## src/design/m2sci_pkg.sv

```systemverilog
`timescale 1ns / 1ps

package m2sci_pkg;

  // Stream byte positions wrap at this width.
  localparam int unsigned POS_W = 40;

  localparam logic [23:0] RECENT_INIT = 24'hFF_FFFF;
  localparam logic [23:0] START_PREFIX = 24'h00_0001;

  // Start code values that follow the 00 00 01 prefix.
  localparam logic [7:0] SC_SEQUENCE = 8'hB3;
  localparam logic [7:0] SC_GROUP = 8'hB8;
  localparam logic [7:0] SC_PICTURE = 8'h00;

  // Header byte counts.
  localparam logic [2:0] SEQ_HDR_BYTES = 3'd4;
  localparam logic [2:0] PIC_HDR_BYTES = 3'd2;
  localparam logic [2:0] SKIP_LAST = 3'd7;

  // Event kinds.
  localparam logic [1:0] EV_SEQUENCE = 2'd0;
  localparam logic [1:0] EV_GROUP = 2'd1;
  localparam logic [1:0] EV_PICTURE = 2'd2;
  localparam logic [1:0] EV_BAD_PICTURE = 2'd3;

  // Legal picture coding types.
  localparam logic [2:0] PIC_I = 3'd1;
  localparam logic [2:0] PIC_B = 3'd3;

  typedef enum logic [4:0] {
    PH_SCAN = 5'b00001,
    PH_CODE = 5'b00010,
    PH_SEQ = 5'b00100,
    PH_SKIP = 5'b01000,
    PH_PIC = 5'b10000
  } phase_t;

  typedef struct packed {
    phase_t phase;
    logic [23:0] recent;
    logic [2:0] hcount;
    logic [31:0] hshift;
    logic seq_seen;
    logic grp_pend;
    logic [31:0] pic_count;
    logic [POS_W-1:0] byte_pos;
    logic [POS_W-1:0] code_pos;
  } parse_state_t;

  localparam parse_state_t PARSE_STATE_INIT = '{
    phase: PH_SCAN,
    recent: RECENT_INIT,
    hcount: 3'd0,
    hshift: 32'd0,
    seq_seen: 1'b0,
    grp_pend: 1'b0,
    pic_count: 32'd0,
    byte_pos: '0,
    code_pos: '0
  };

  typedef struct packed {
    logic [1:0] event_kind;
    logic [39:0] start_position;
    logic [12:0] frame_width;
    logic [12:0] frame_height;
    logic [3:0] aspect_code;
    logic [15:0] rate_millihertz;
    logic fields_valid;
    logic [2:0] picture_kind;
    logic [9:0] temporal_reference;
    logic begins_group;
    logic [31:0] picture_number;
  } result_t;

  // Frame rate code to rate in millihertz; reserved codes give zero.
  function automatic logic [15:0] rate_lookup(input logic [3:0] code);
    logic [15:0] rate;
    unique case (code)
      4'd1: rate = 16'd23976;
      4'd2: rate = 16'd24000;
      4'd3: rate = 16'd25000;
      4'd4: rate = 16'd29970;
      4'd5: rate = 16'd30000;
      4'd6: rate = 16'd50000;
      4'd7: rate = 16'd59940;
      4'd8: rate = 16'd60000;
      default: rate = 16'd0;
    endcase
    return rate;
  endfunction

  // Round a 12-bit size up to a multiple of 16.
  function automatic logic [12:0] round16(input logic [11:0] size);
    logic [12:0] sum;
    sum = {1'b0, size} + 13'd15;
    return {sum[12:4], 4'b0000};
  endfunction

endpackage

```

## src/design/m2sci_in_if.sv

```systemverilog
`timescale 1ns / 1ps

interface m2sci_in_if;
  import m2sci_pkg::*;

  logic valid;
  logic ready;
  logic [7:0] data_byte;

  modport source (output valid, output data_byte, input ready);
  modport sink (input valid, input data_byte, output ready);
endinterface

```

## src/design/m2sci_out_if.sv

```systemverilog
`timescale 1ns / 1ps

interface m2sci_out_if;
  import m2sci_pkg::*;

  logic valid;
  logic ready;
  logic [1:0] event_kind;
  logic [39:0] start_position;
  logic [12:0] frame_width;
  logic [12:0] frame_height;
  logic [3:0] aspect_code;
  logic [15:0] rate_millihertz;
  logic fields_valid;
  logic [2:0] picture_kind;
  logic [9:0] temporal_reference;
  logic begins_group;
  logic [31:0] picture_number;

  modport source (
    output valid, output event_kind, output start_position, output frame_width,
    output frame_height, output aspect_code, output rate_millihertz,
    output fields_valid, output picture_kind, output temporal_reference,
    output begins_group, output picture_number, input ready
  );
  modport sink (
    input valid, input event_kind, input start_position, input frame_width,
    input frame_height, input aspect_code, input rate_millihertz,
    input fields_valid, input picture_kind, input temporal_reference,
    input begins_group, input picture_number, output ready
  );
endinterface

```

## src/design/m2sci_parse.sv

```systemverilog
`timescale 1ns / 1ps

module m2sci_parse (
  input  m2sci_pkg::parse_state_t st,
  input  logic [7:0]              data_byte,
  output m2sci_pkg::parse_state_t st_nxt,
  output logic                    hit,
  output m2sci_pkg::result_t      res
);
  import m2sci_pkg::*;

  logic [31:0] shifted;
  logic [2:0] cnt_inc;
  logic [23:0] recent_new;
  logic [2:0] pic_kind;

  assign shifted = {st.hshift[23:0], data_byte};
  assign cnt_inc = st.hcount + 3'd1;
  assign recent_new = {st.recent[15:0], data_byte};
  assign pic_kind = shifted[5:3];

  always_comb begin
    st_nxt = st;
    st_nxt.byte_pos = st.byte_pos + POS_W'(1);
    hit = 1'b0;
    res = '0;
    res.start_position = 40'(st.code_pos);

    unique case (st.phase)
      PH_CODE: begin
        st_nxt.recent = RECENT_INIT;
        st_nxt.hcount = 3'd0;
        st_nxt.hshift = 32'd0;
        st_nxt.phase = PH_SCAN;
        if (data_byte == SC_SEQUENCE) begin
          st_nxt.grp_pend = 1'b1;
          if (st.seq_seen) begin
            // Repeat header: report now, skip its eight bytes
            st_nxt.phase = PH_SKIP;
            hit = 1'b1;
            res.event_kind = EV_SEQUENCE;
          end else begin
            st_nxt.seq_seen = 1'b1;
            st_nxt.phase = PH_SEQ;
          end
        end else if (data_byte == SC_GROUP) begin
          if (st.seq_seen && !st.grp_pend) begin
            st_nxt.grp_pend = 1'b1;
            hit = 1'b1;
            res.event_kind = EV_GROUP;
          end
        end else if (data_byte == SC_PICTURE) begin
          if (st.seq_seen) st_nxt.phase = PH_PIC;
        end
      end
      PH_SEQ: begin
        st_nxt.hshift = shifted;
        st_nxt.hcount = cnt_inc;
        if (cnt_inc == SEQ_HDR_BYTES) begin
          st_nxt.phase = PH_SKIP;
          hit = 1'b1;
          res.event_kind = EV_SEQUENCE;
          res.frame_width = round16(shifted[31:20]);
          res.frame_height = round16(shifted[19:8]);
          res.aspect_code = shifted[7:4];
          res.rate_millihertz = rate_lookup(shifted[3:0]);
          res.fields_valid = 1'b1;
        end
      end
      PH_SKIP: begin
        if (st.hcount == SKIP_LAST) begin
          st_nxt.hcount = 3'd0;
          st_nxt.phase = PH_SCAN;
        end else begin
          st_nxt.hcount = cnt_inc;
        end
      end
      PH_PIC: begin
        st_nxt.hshift = shifted;
        st_nxt.hcount = cnt_inc;
        if (cnt_inc == PIC_HDR_BYTES) begin
          st_nxt.hcount = 3'd0;
          st_nxt.phase = PH_SCAN;
          hit = 1'b1;
          res.picture_kind = pic_kind;
          res.temporal_reference = shifted[15:6];
          res.picture_number = st.pic_count;
          if (pic_kind < PIC_I || pic_kind > PIC_B) begin
            res.event_kind = EV_BAD_PICTURE;
          end else begin
            res.event_kind = EV_PICTURE;
            res.begins_group = st.grp_pend;
            st_nxt.grp_pend = 1'b0;
            st_nxt.pic_count = st.pic_count + 32'd1;
          end
        end
      end
      default: begin
        // Scan: look for the 00 00 01 prefix
        st_nxt.phase = PH_SCAN;
        st_nxt.recent = recent_new;
        if (recent_new == START_PREFIX) begin
          st_nxt.phase = PH_CODE;
          st_nxt.code_pos = st.byte_pos - POS_W'(2);
        end
      end
    endcase
  end

endmodule

```

## src/design/mpeg2_start_code_indexer_unit.sv

```systemverilog
`timescale 1ns / 1ps
// Path: a result reaches the port once the byte that completes its event has
//   passed the input register and then the result register.
// Throughput: 1 byte per cycle unless a held result stalls, set by the parse
//   update, combinational between the registers; bytes without events vanish.
// Reset: synchronous, active-low rst_n clears both stages and the parse state.

module mpeg2_start_code_indexer_unit (
  input logic         clk,
  input logic         rst_n,
  m2sci_in_if.sink    in_stream,
  m2sci_out_if.source out_event
);
  import m2sci_pkg::*;

  // Input register stage
  logic s1_valid_r, s1_valid_nxt;
  logic [7:0] s1_byte_r;

  // Parse state and result register
  parse_state_t st_r, st_nxt;
  logic out_valid_r, out_valid_nxt;
  result_t out_r;

  logic hit;
  result_t res;
  logic advance;
  logic in_fire;
  logic s1_fire;

  // The input stage moves on whenever the result register is empty or drained.
  assign advance = !out_valid_r || out_event.ready;
  assign in_stream.ready = !s1_valid_r || advance;
  assign in_fire = in_stream.valid && in_stream.ready;
  assign s1_fire = s1_valid_r && advance;

  m2sci_parse u_parse (
    .st        (st_r),
    .data_byte (s1_byte_r),
    .st_nxt    (st_nxt),
    .hit       (hit),
    .res       (res)
  );

  always_comb begin
    s1_valid_nxt = s1_valid_r;
    if (in_fire) s1_valid_nxt = 1'b1;
    else if (advance) s1_valid_nxt = 1'b0;

    out_valid_nxt = out_valid_r;
    if (advance) out_valid_nxt = s1_valid_r && hit;
  end

  always_ff @(posedge clk) begin
    if (!rst_n) begin
      s1_valid_r <= 1'b0;
      out_valid_r <= 1'b0;
      st_r <= PARSE_STATE_INIT;
    end else begin
      s1_valid_r <= s1_valid_nxt;
      out_valid_r <= out_valid_nxt;
      // Advance the parse state only as the byte leaves the input stage
      if (s1_fire) st_r <= st_nxt;
    end
  end

  // Payload: capture the byte and the result, hold them otherwise
  always_ff @(posedge clk) begin
    if (in_fire) s1_byte_r <= in_stream.data_byte;
    if (s1_fire && hit) out_r <= res;
  end

  assign out_event.valid = out_valid_r;
  assign out_event.event_kind = out_r.event_kind;
  assign out_event.start_position = out_r.start_position;
  assign out_event.frame_width = out_r.frame_width;
  assign out_event.frame_height = out_r.frame_height;
  assign out_event.aspect_code = out_r.aspect_code;
  assign out_event.rate_millihertz = out_r.rate_millihertz;
  assign out_event.fields_valid = out_r.fields_valid;
  assign out_event.picture_kind = out_r.picture_kind;
  assign out_event.temporal_reference = out_r.temporal_reference;
  assign out_event.begins_group = out_r.begins_group;
  assign out_event.picture_number = out_r.picture_number;

endmodule

```

## src/flat_wrapper.sv

```systemverilog
// flat-port wrapper written by rule: the top's interface ports become plain ports
module mpeg2_start_code_indexer_unit_flat import m2sci_pkg::*;
  (clk, rst_n, in_stream_valid, in_stream_data_byte, in_stream_ready, out_event_valid, out_event_event_kind, out_event_start_position, out_event_frame_width, out_event_frame_height, out_event_aspect_code, out_event_rate_millihertz, out_event_fields_valid, out_event_picture_kind, out_event_temporal_reference, out_event_begins_group, out_event_picture_number, out_event_ready);
  m2sci_in_if in_stream_i ();
  m2sci_out_if out_event_i ();
  input logic clk;
  input logic rst_n;
  input wire logic [$bits(in_stream_i.valid)-1:0] in_stream_valid;
  input wire logic [$bits(in_stream_i.data_byte)-1:0] in_stream_data_byte;
  output wire logic [$bits(in_stream_i.ready)-1:0] in_stream_ready;
  output wire logic [$bits(out_event_i.valid)-1:0] out_event_valid;
  output wire logic [$bits(out_event_i.event_kind)-1:0] out_event_event_kind;
  output wire logic [$bits(out_event_i.start_position)-1:0] out_event_start_position;
  output wire logic [$bits(out_event_i.frame_width)-1:0] out_event_frame_width;
  output wire logic [$bits(out_event_i.frame_height)-1:0] out_event_frame_height;
  output wire logic [$bits(out_event_i.aspect_code)-1:0] out_event_aspect_code;
  output wire logic [$bits(out_event_i.rate_millihertz)-1:0] out_event_rate_millihertz;
  output wire logic [$bits(out_event_i.fields_valid)-1:0] out_event_fields_valid;
  output wire logic [$bits(out_event_i.picture_kind)-1:0] out_event_picture_kind;
  output wire logic [$bits(out_event_i.temporal_reference)-1:0] out_event_temporal_reference;
  output wire logic [$bits(out_event_i.begins_group)-1:0] out_event_begins_group;
  output wire logic [$bits(out_event_i.picture_number)-1:0] out_event_picture_number;
  input wire logic [$bits(out_event_i.ready)-1:0] out_event_ready;
  assign in_stream_i.valid = in_stream_valid;
  assign in_stream_i.data_byte = in_stream_data_byte;
  assign in_stream_ready = in_stream_i.ready;
  assign out_event_valid = out_event_i.valid;
  assign out_event_event_kind = out_event_i.event_kind;
  assign out_event_start_position = out_event_i.start_position;
  assign out_event_frame_width = out_event_i.frame_width;
  assign out_event_frame_height = out_event_i.frame_height;
  assign out_event_aspect_code = out_event_i.aspect_code;
  assign out_event_rate_millihertz = out_event_i.rate_millihertz;
  assign out_event_fields_valid = out_event_i.fields_valid;
  assign out_event_picture_kind = out_event_i.picture_kind;
  assign out_event_temporal_reference = out_event_i.temporal_reference;
  assign out_event_begins_group = out_event_i.begins_group;
  assign out_event_picture_number = out_event_i.picture_number;
  assign out_event_i.ready = out_event_ready;
  mpeg2_start_code_indexer_unit u_core (.clk(clk), .rst_n(rst_n), .in_stream(in_stream_i), .out_event(out_event_i));
endmodule
```

## config.mk

```make
export PLATFORM = sky130hd
export DESIGN_NAME = mpeg2_start_code_indexer_unit_flat
export DESIGN_NICKNAME = d
export VERILOG_FILES = /design/src/design/m2sci_pkg.sv /design/src/design/m2sci_in_if.sv /design/src/design/m2sci_out_if.sv /design/src/design/m2sci_parse.sv /design/src/design/mpeg2_start_code_indexer_unit.sv /design/src/flat_wrapper.sv
export SDC_FILE = /design/constraint.sdc
export NUM_CORES = 1
export LEC_CHECK = 0
export BUFFER_PORTS_ARGS = -buffer_cell sky130_fd_sc_hd__buf_2
export CORE_ASPECT_RATIO = 0.9
export CORE_MARGIN = 2
export CORE_UTILIZATION = 45
export DETAILED_ROUTE_END_ITERATION = 8
export PLACE_DENSITY = 0.62
export SKIP_CTS_REPAIR_TIMING = 1
export SYNTH_ARGS = -nofsm -noshare
export SYNTH_HDL_FRONTEND = slang
export SYNTH_SLANG_ARGS = --single-unit
```

## constraint.sdc

```tcl
create_clock -name clk -period 8.9 [get_ports clk]
set_input_delay 1.335 -clock clk [delete_from_list [all_inputs] [get_ports clk]]
set_output_delay 1.335 -clock clk [all_outputs]
set_load 0.02 [all_outputs]
```

==> out/qor.csv <==
stage,metric,value,unit
run_status,status,"complete, no violations",
cts,path_clk_slew,60,ps
flow_run,maxCapViolations,0,
logic_synthesis,syn_avg_cell_area,10.6,µm²
cts,htreeDepth,1,
logic_synthesis,synth_seq_area_share,0.569,
power_and_ir_drop,switching_power,0.560,mW
layout,fin_area,0.0146,mm²
sta,layout_setup_ws,4720,ps
floorplanning,dieArea,0.0297,mm²
floorplanning,core_area,0.0279,mm²
floorplanning,rows,58,
power_and_ir_drop,power_density,186,mW/mm²
sta,setup_viol,0,
sta,worst_pin_slew,1170,ps
worst_setup_path,crit_arrival,4350,ps
power_and_ir_drop,peakVddDrop,146,µV
hold_path,hold_start,u_core.st_r[35],
layout,post-route-util,0.523,
worst_setup_path,cp_max_fo,57,
worst_setup_path,critPathCaptureType,flip-flop,
worst_setup_path,worstSetupStartpointType,input pin,
hold_path,hp-class,flip-flop to flip-flop,
cts,cts_root_buf,clkbuf_16,
floorplanning,start_util,0.457,
logic_synthesis,synthArstFlopShare,0,
logic_synthesis,synth-seq-cells,296,
cts,clock_latency,550,ps
power_and_ir_drop,intPower,2.15,mW
worst_setup_path,cp.required,9070,ps
sta,fmax,239,MHz
logic_synthesis,synth_warnings,0,
global_routing,grt_max_degree,123,
worst_setup_path,crit_type,input pin to flip-flop,
sta,setup_tns,0,ps
power_and_ir_drop,p_clk_frac,0.449,
route,drt-pass1-iter-count,5,
route,vias,8967,
worst_setup_path,rr_startpoint,u_core.st_r[174],
power_and_ir_drop,netSwitchingFraction,0.207,
layout,final_common_cell,dfxtp_1,
sta,slew_headroom,0.216,
sta,final.setup_skew,9.64,ps
cts,cts_buffers,31,
sta,drv_slew,0,
floorplanning,die_x,181,µm
logic_synthesis,synth_cell_type_count,57,
route,wl_per_cell,15.9,µm
placed_design,placed_area,0.0136,mm²
worst_setup_path,worstRegToRegCells,7,
placed_design,place_ws,4100,ps
sta,hold_viol_final,0,
logic_synthesis,synth-edff-count,132,
sta,fin_crit_sh,0.470,
route,drc,0,
sta,rsz0062_at_grt,no,
layout,drive_above_1_share,0.154,
power_and_ir_drop,p_seq_frac,0.527,
logic_synthesis,postSynth.topFlopCell,dfxtp_1,
global_routing,grt.total_usage,0.178,
logic_synthesis,syn_area,0.0127,mm²
floorplanning,fp.dieH,164,µm
sta,period_minus_slack,4180,ps
placed_design,place.gp.congestion,0.811,
layout,final_nets,1327,
logic_synthesis,synth.top_cell.area_share,0.311,
floorplanning,ios,149,
logic_synthesis,synth_area_leaders,"edfxtp_1 31%, dfxtp_1 26%, xnor2_1 5.1%",
worst_setup_path,r2r_slack,4960,ps
power_and_ir_drop,comb_power_share,0.023,
global_routing,grt_first_pass_wirelength,43700,µm
logic_synthesis,synth_cells,1203,
cts,cts_tree,built,
route,ant_nets,0,
cts,cts_num_sinks,296,
worst_setup_path,crit_start,out_event_ready,
worst_setup_path,reg2reg_to,u_core.out_event.start_position[17],
global_routing,grt-ovfl-total,0,
layout,num_antenna_cells,0,
layout,area_growth,14.5,%
placed_design,hpwl,17600,µm
layout,final_cell_mix,"164 x dfxtp_1, 138 x buf_2, 132 x edfxtp_1",
hold_path,hold-path-endpoint,u_core.out_event.start_position[35],
global_routing,antenna_found_initial,0,
sta,whs,426,ps
placed_design,io_buffers,139,
route,drt-total-wl,26900,µm
route,vias_per_cell,5.32,
cts,cts_buffer_depth,3,
logic_synthesis,yosysTopAreaCell,edfxtp_1,
power_and_ir_drop,p_leak,5.92,nW
hold_path,hold_depth,0,
route,drtIter0Drc,571,
global_routing,grt_pass1_vias,8542,
-- synthesized netlist by cell type, types with 15 or more instances --
master    count
and2_1       60
edfxtp_1    132
a21oi_1      29
nor2_1       76
a22oi_1      25
clkbuf_1     59
xnor2_1      74
nand4_1      35
dfxtp_1     164
xor2_1       28
nor2b_1      42
and3_1       59
nand2_1      69
nor3_1       37
nor4_1       28
inv_1        18
nand3_1      52
o211a_1      17
nand2b_1     15
o21ai_0      63
-- power groups by stage --
stage               logic, mW  clock network [mW]  registers [mW]
floorplan              0.0537                   0            1.45
global placement       0.0622                   0            1.46
detailed placement     0.0625                   0            1.46
CTS                    0.0631                1.25            1.43
global route           0.0700                1.31            1.43
finish                 0.0628                1.22            1.43
-- worst max-delay path by stage --
| stage | endpoint | slack (ps) | cells past startpoint |
|---|---|---|---|
| 4_1_cts | u_core.out_event.start_position[17] | 4680 | 6 |
| 6_report | u_core.out_event.start_position[17] | 4720 | 6 |
| 5_1_grt | u_core.out_event.start_position[17] | 4420 | 6 |
| 3_3_place_gp | u_core.out_event.start_position[13] | 4190 | 6 |
| 3_5_place_dp | u_core.out_event.start_position[16] | 4100 | 6 |
| 2_1_floorplan | u_core.out_event.aspect_code[0] | 960 | 6 |
-- logic make-up after synthesis --
kind of cell             after synthesis  share of synthesized area
flip-flops                           296                      0.569
adder cells (fa/ha/maj)               13                     0.0128
other                                  1                   0.000294
AND/OR/NAND/NOR                      515                      0.224
XOR/XNOR                             102                     0.0701
multiplexers                           6                    0.00471
AO/OA/AOI/OAI                        163                     0.0829
buffers and inverters                107                     0.0365
-- worst max-delay path: stages --
cell	delay (ps)
buf_2	80
nand2b_1	200
and2_1	350
nand2_1	590
nor2_4	1020
buf_4	710
-- layer usage --
layer  track usage  wire [µm]  vias to the layer above  share of wire
li1              -          -                     4467              -
met1         0.254      13100                     4278           0.49
met2         0.289      12200                      189           0.45
met3        0.0245       1170                       33          0.043
met4        0.0410        402                        0          0.015
met5             0          0                        -              0
-- sequential cells by signal, indices dropped and copies added, names as in the netlist --
register                             flops
u_core.out_event.picture_kind            3
u_core.out_event.temporal_reference     10
u_core.out_event.start_position         40
u_core.out_event.picture_number         32
u_core.out_event.rate_millihertz        13
u_core.s1_byte_r                         8
u_core.out_event.fields_valid            1
u_core.out_event.valid                   1
u_core.out_event.event_kind              2
u_core.out_event.begins_group            1
u_core.st_r                            162
u_core.out_event.frame_width             9
u_core.out_event.frame_height            9
u_core.out_event.aspect_code             4
u_core.s1_valid_r                        1
-- stage by stage --
step           power, mW  instances
6_report            2.71       1687
5_1_grt             2.81       1687
4_1_cts             2.75       1687
3_5_place_dp        1.52       1629
3_3_place_gp        1.52       1629
2_1_floorplan       1.50       1211
-- area by class of cell --
| type | instances | area, µm² |
|---|---|---|
| timing repair buffer | 147 | 758 |
| clock buffer | 50 | 897 |
| tap | 360 | 450 |
| clock inverter | 8 | 67.6 |
| inverter | 18 | 67.6 |
| sequential | 296 | 7250 |
| multi-input combinational | 808 | 5090 |
| fill | 2521 | 13300 |
No activity file was read; power rests on OpenSTA's default activity.
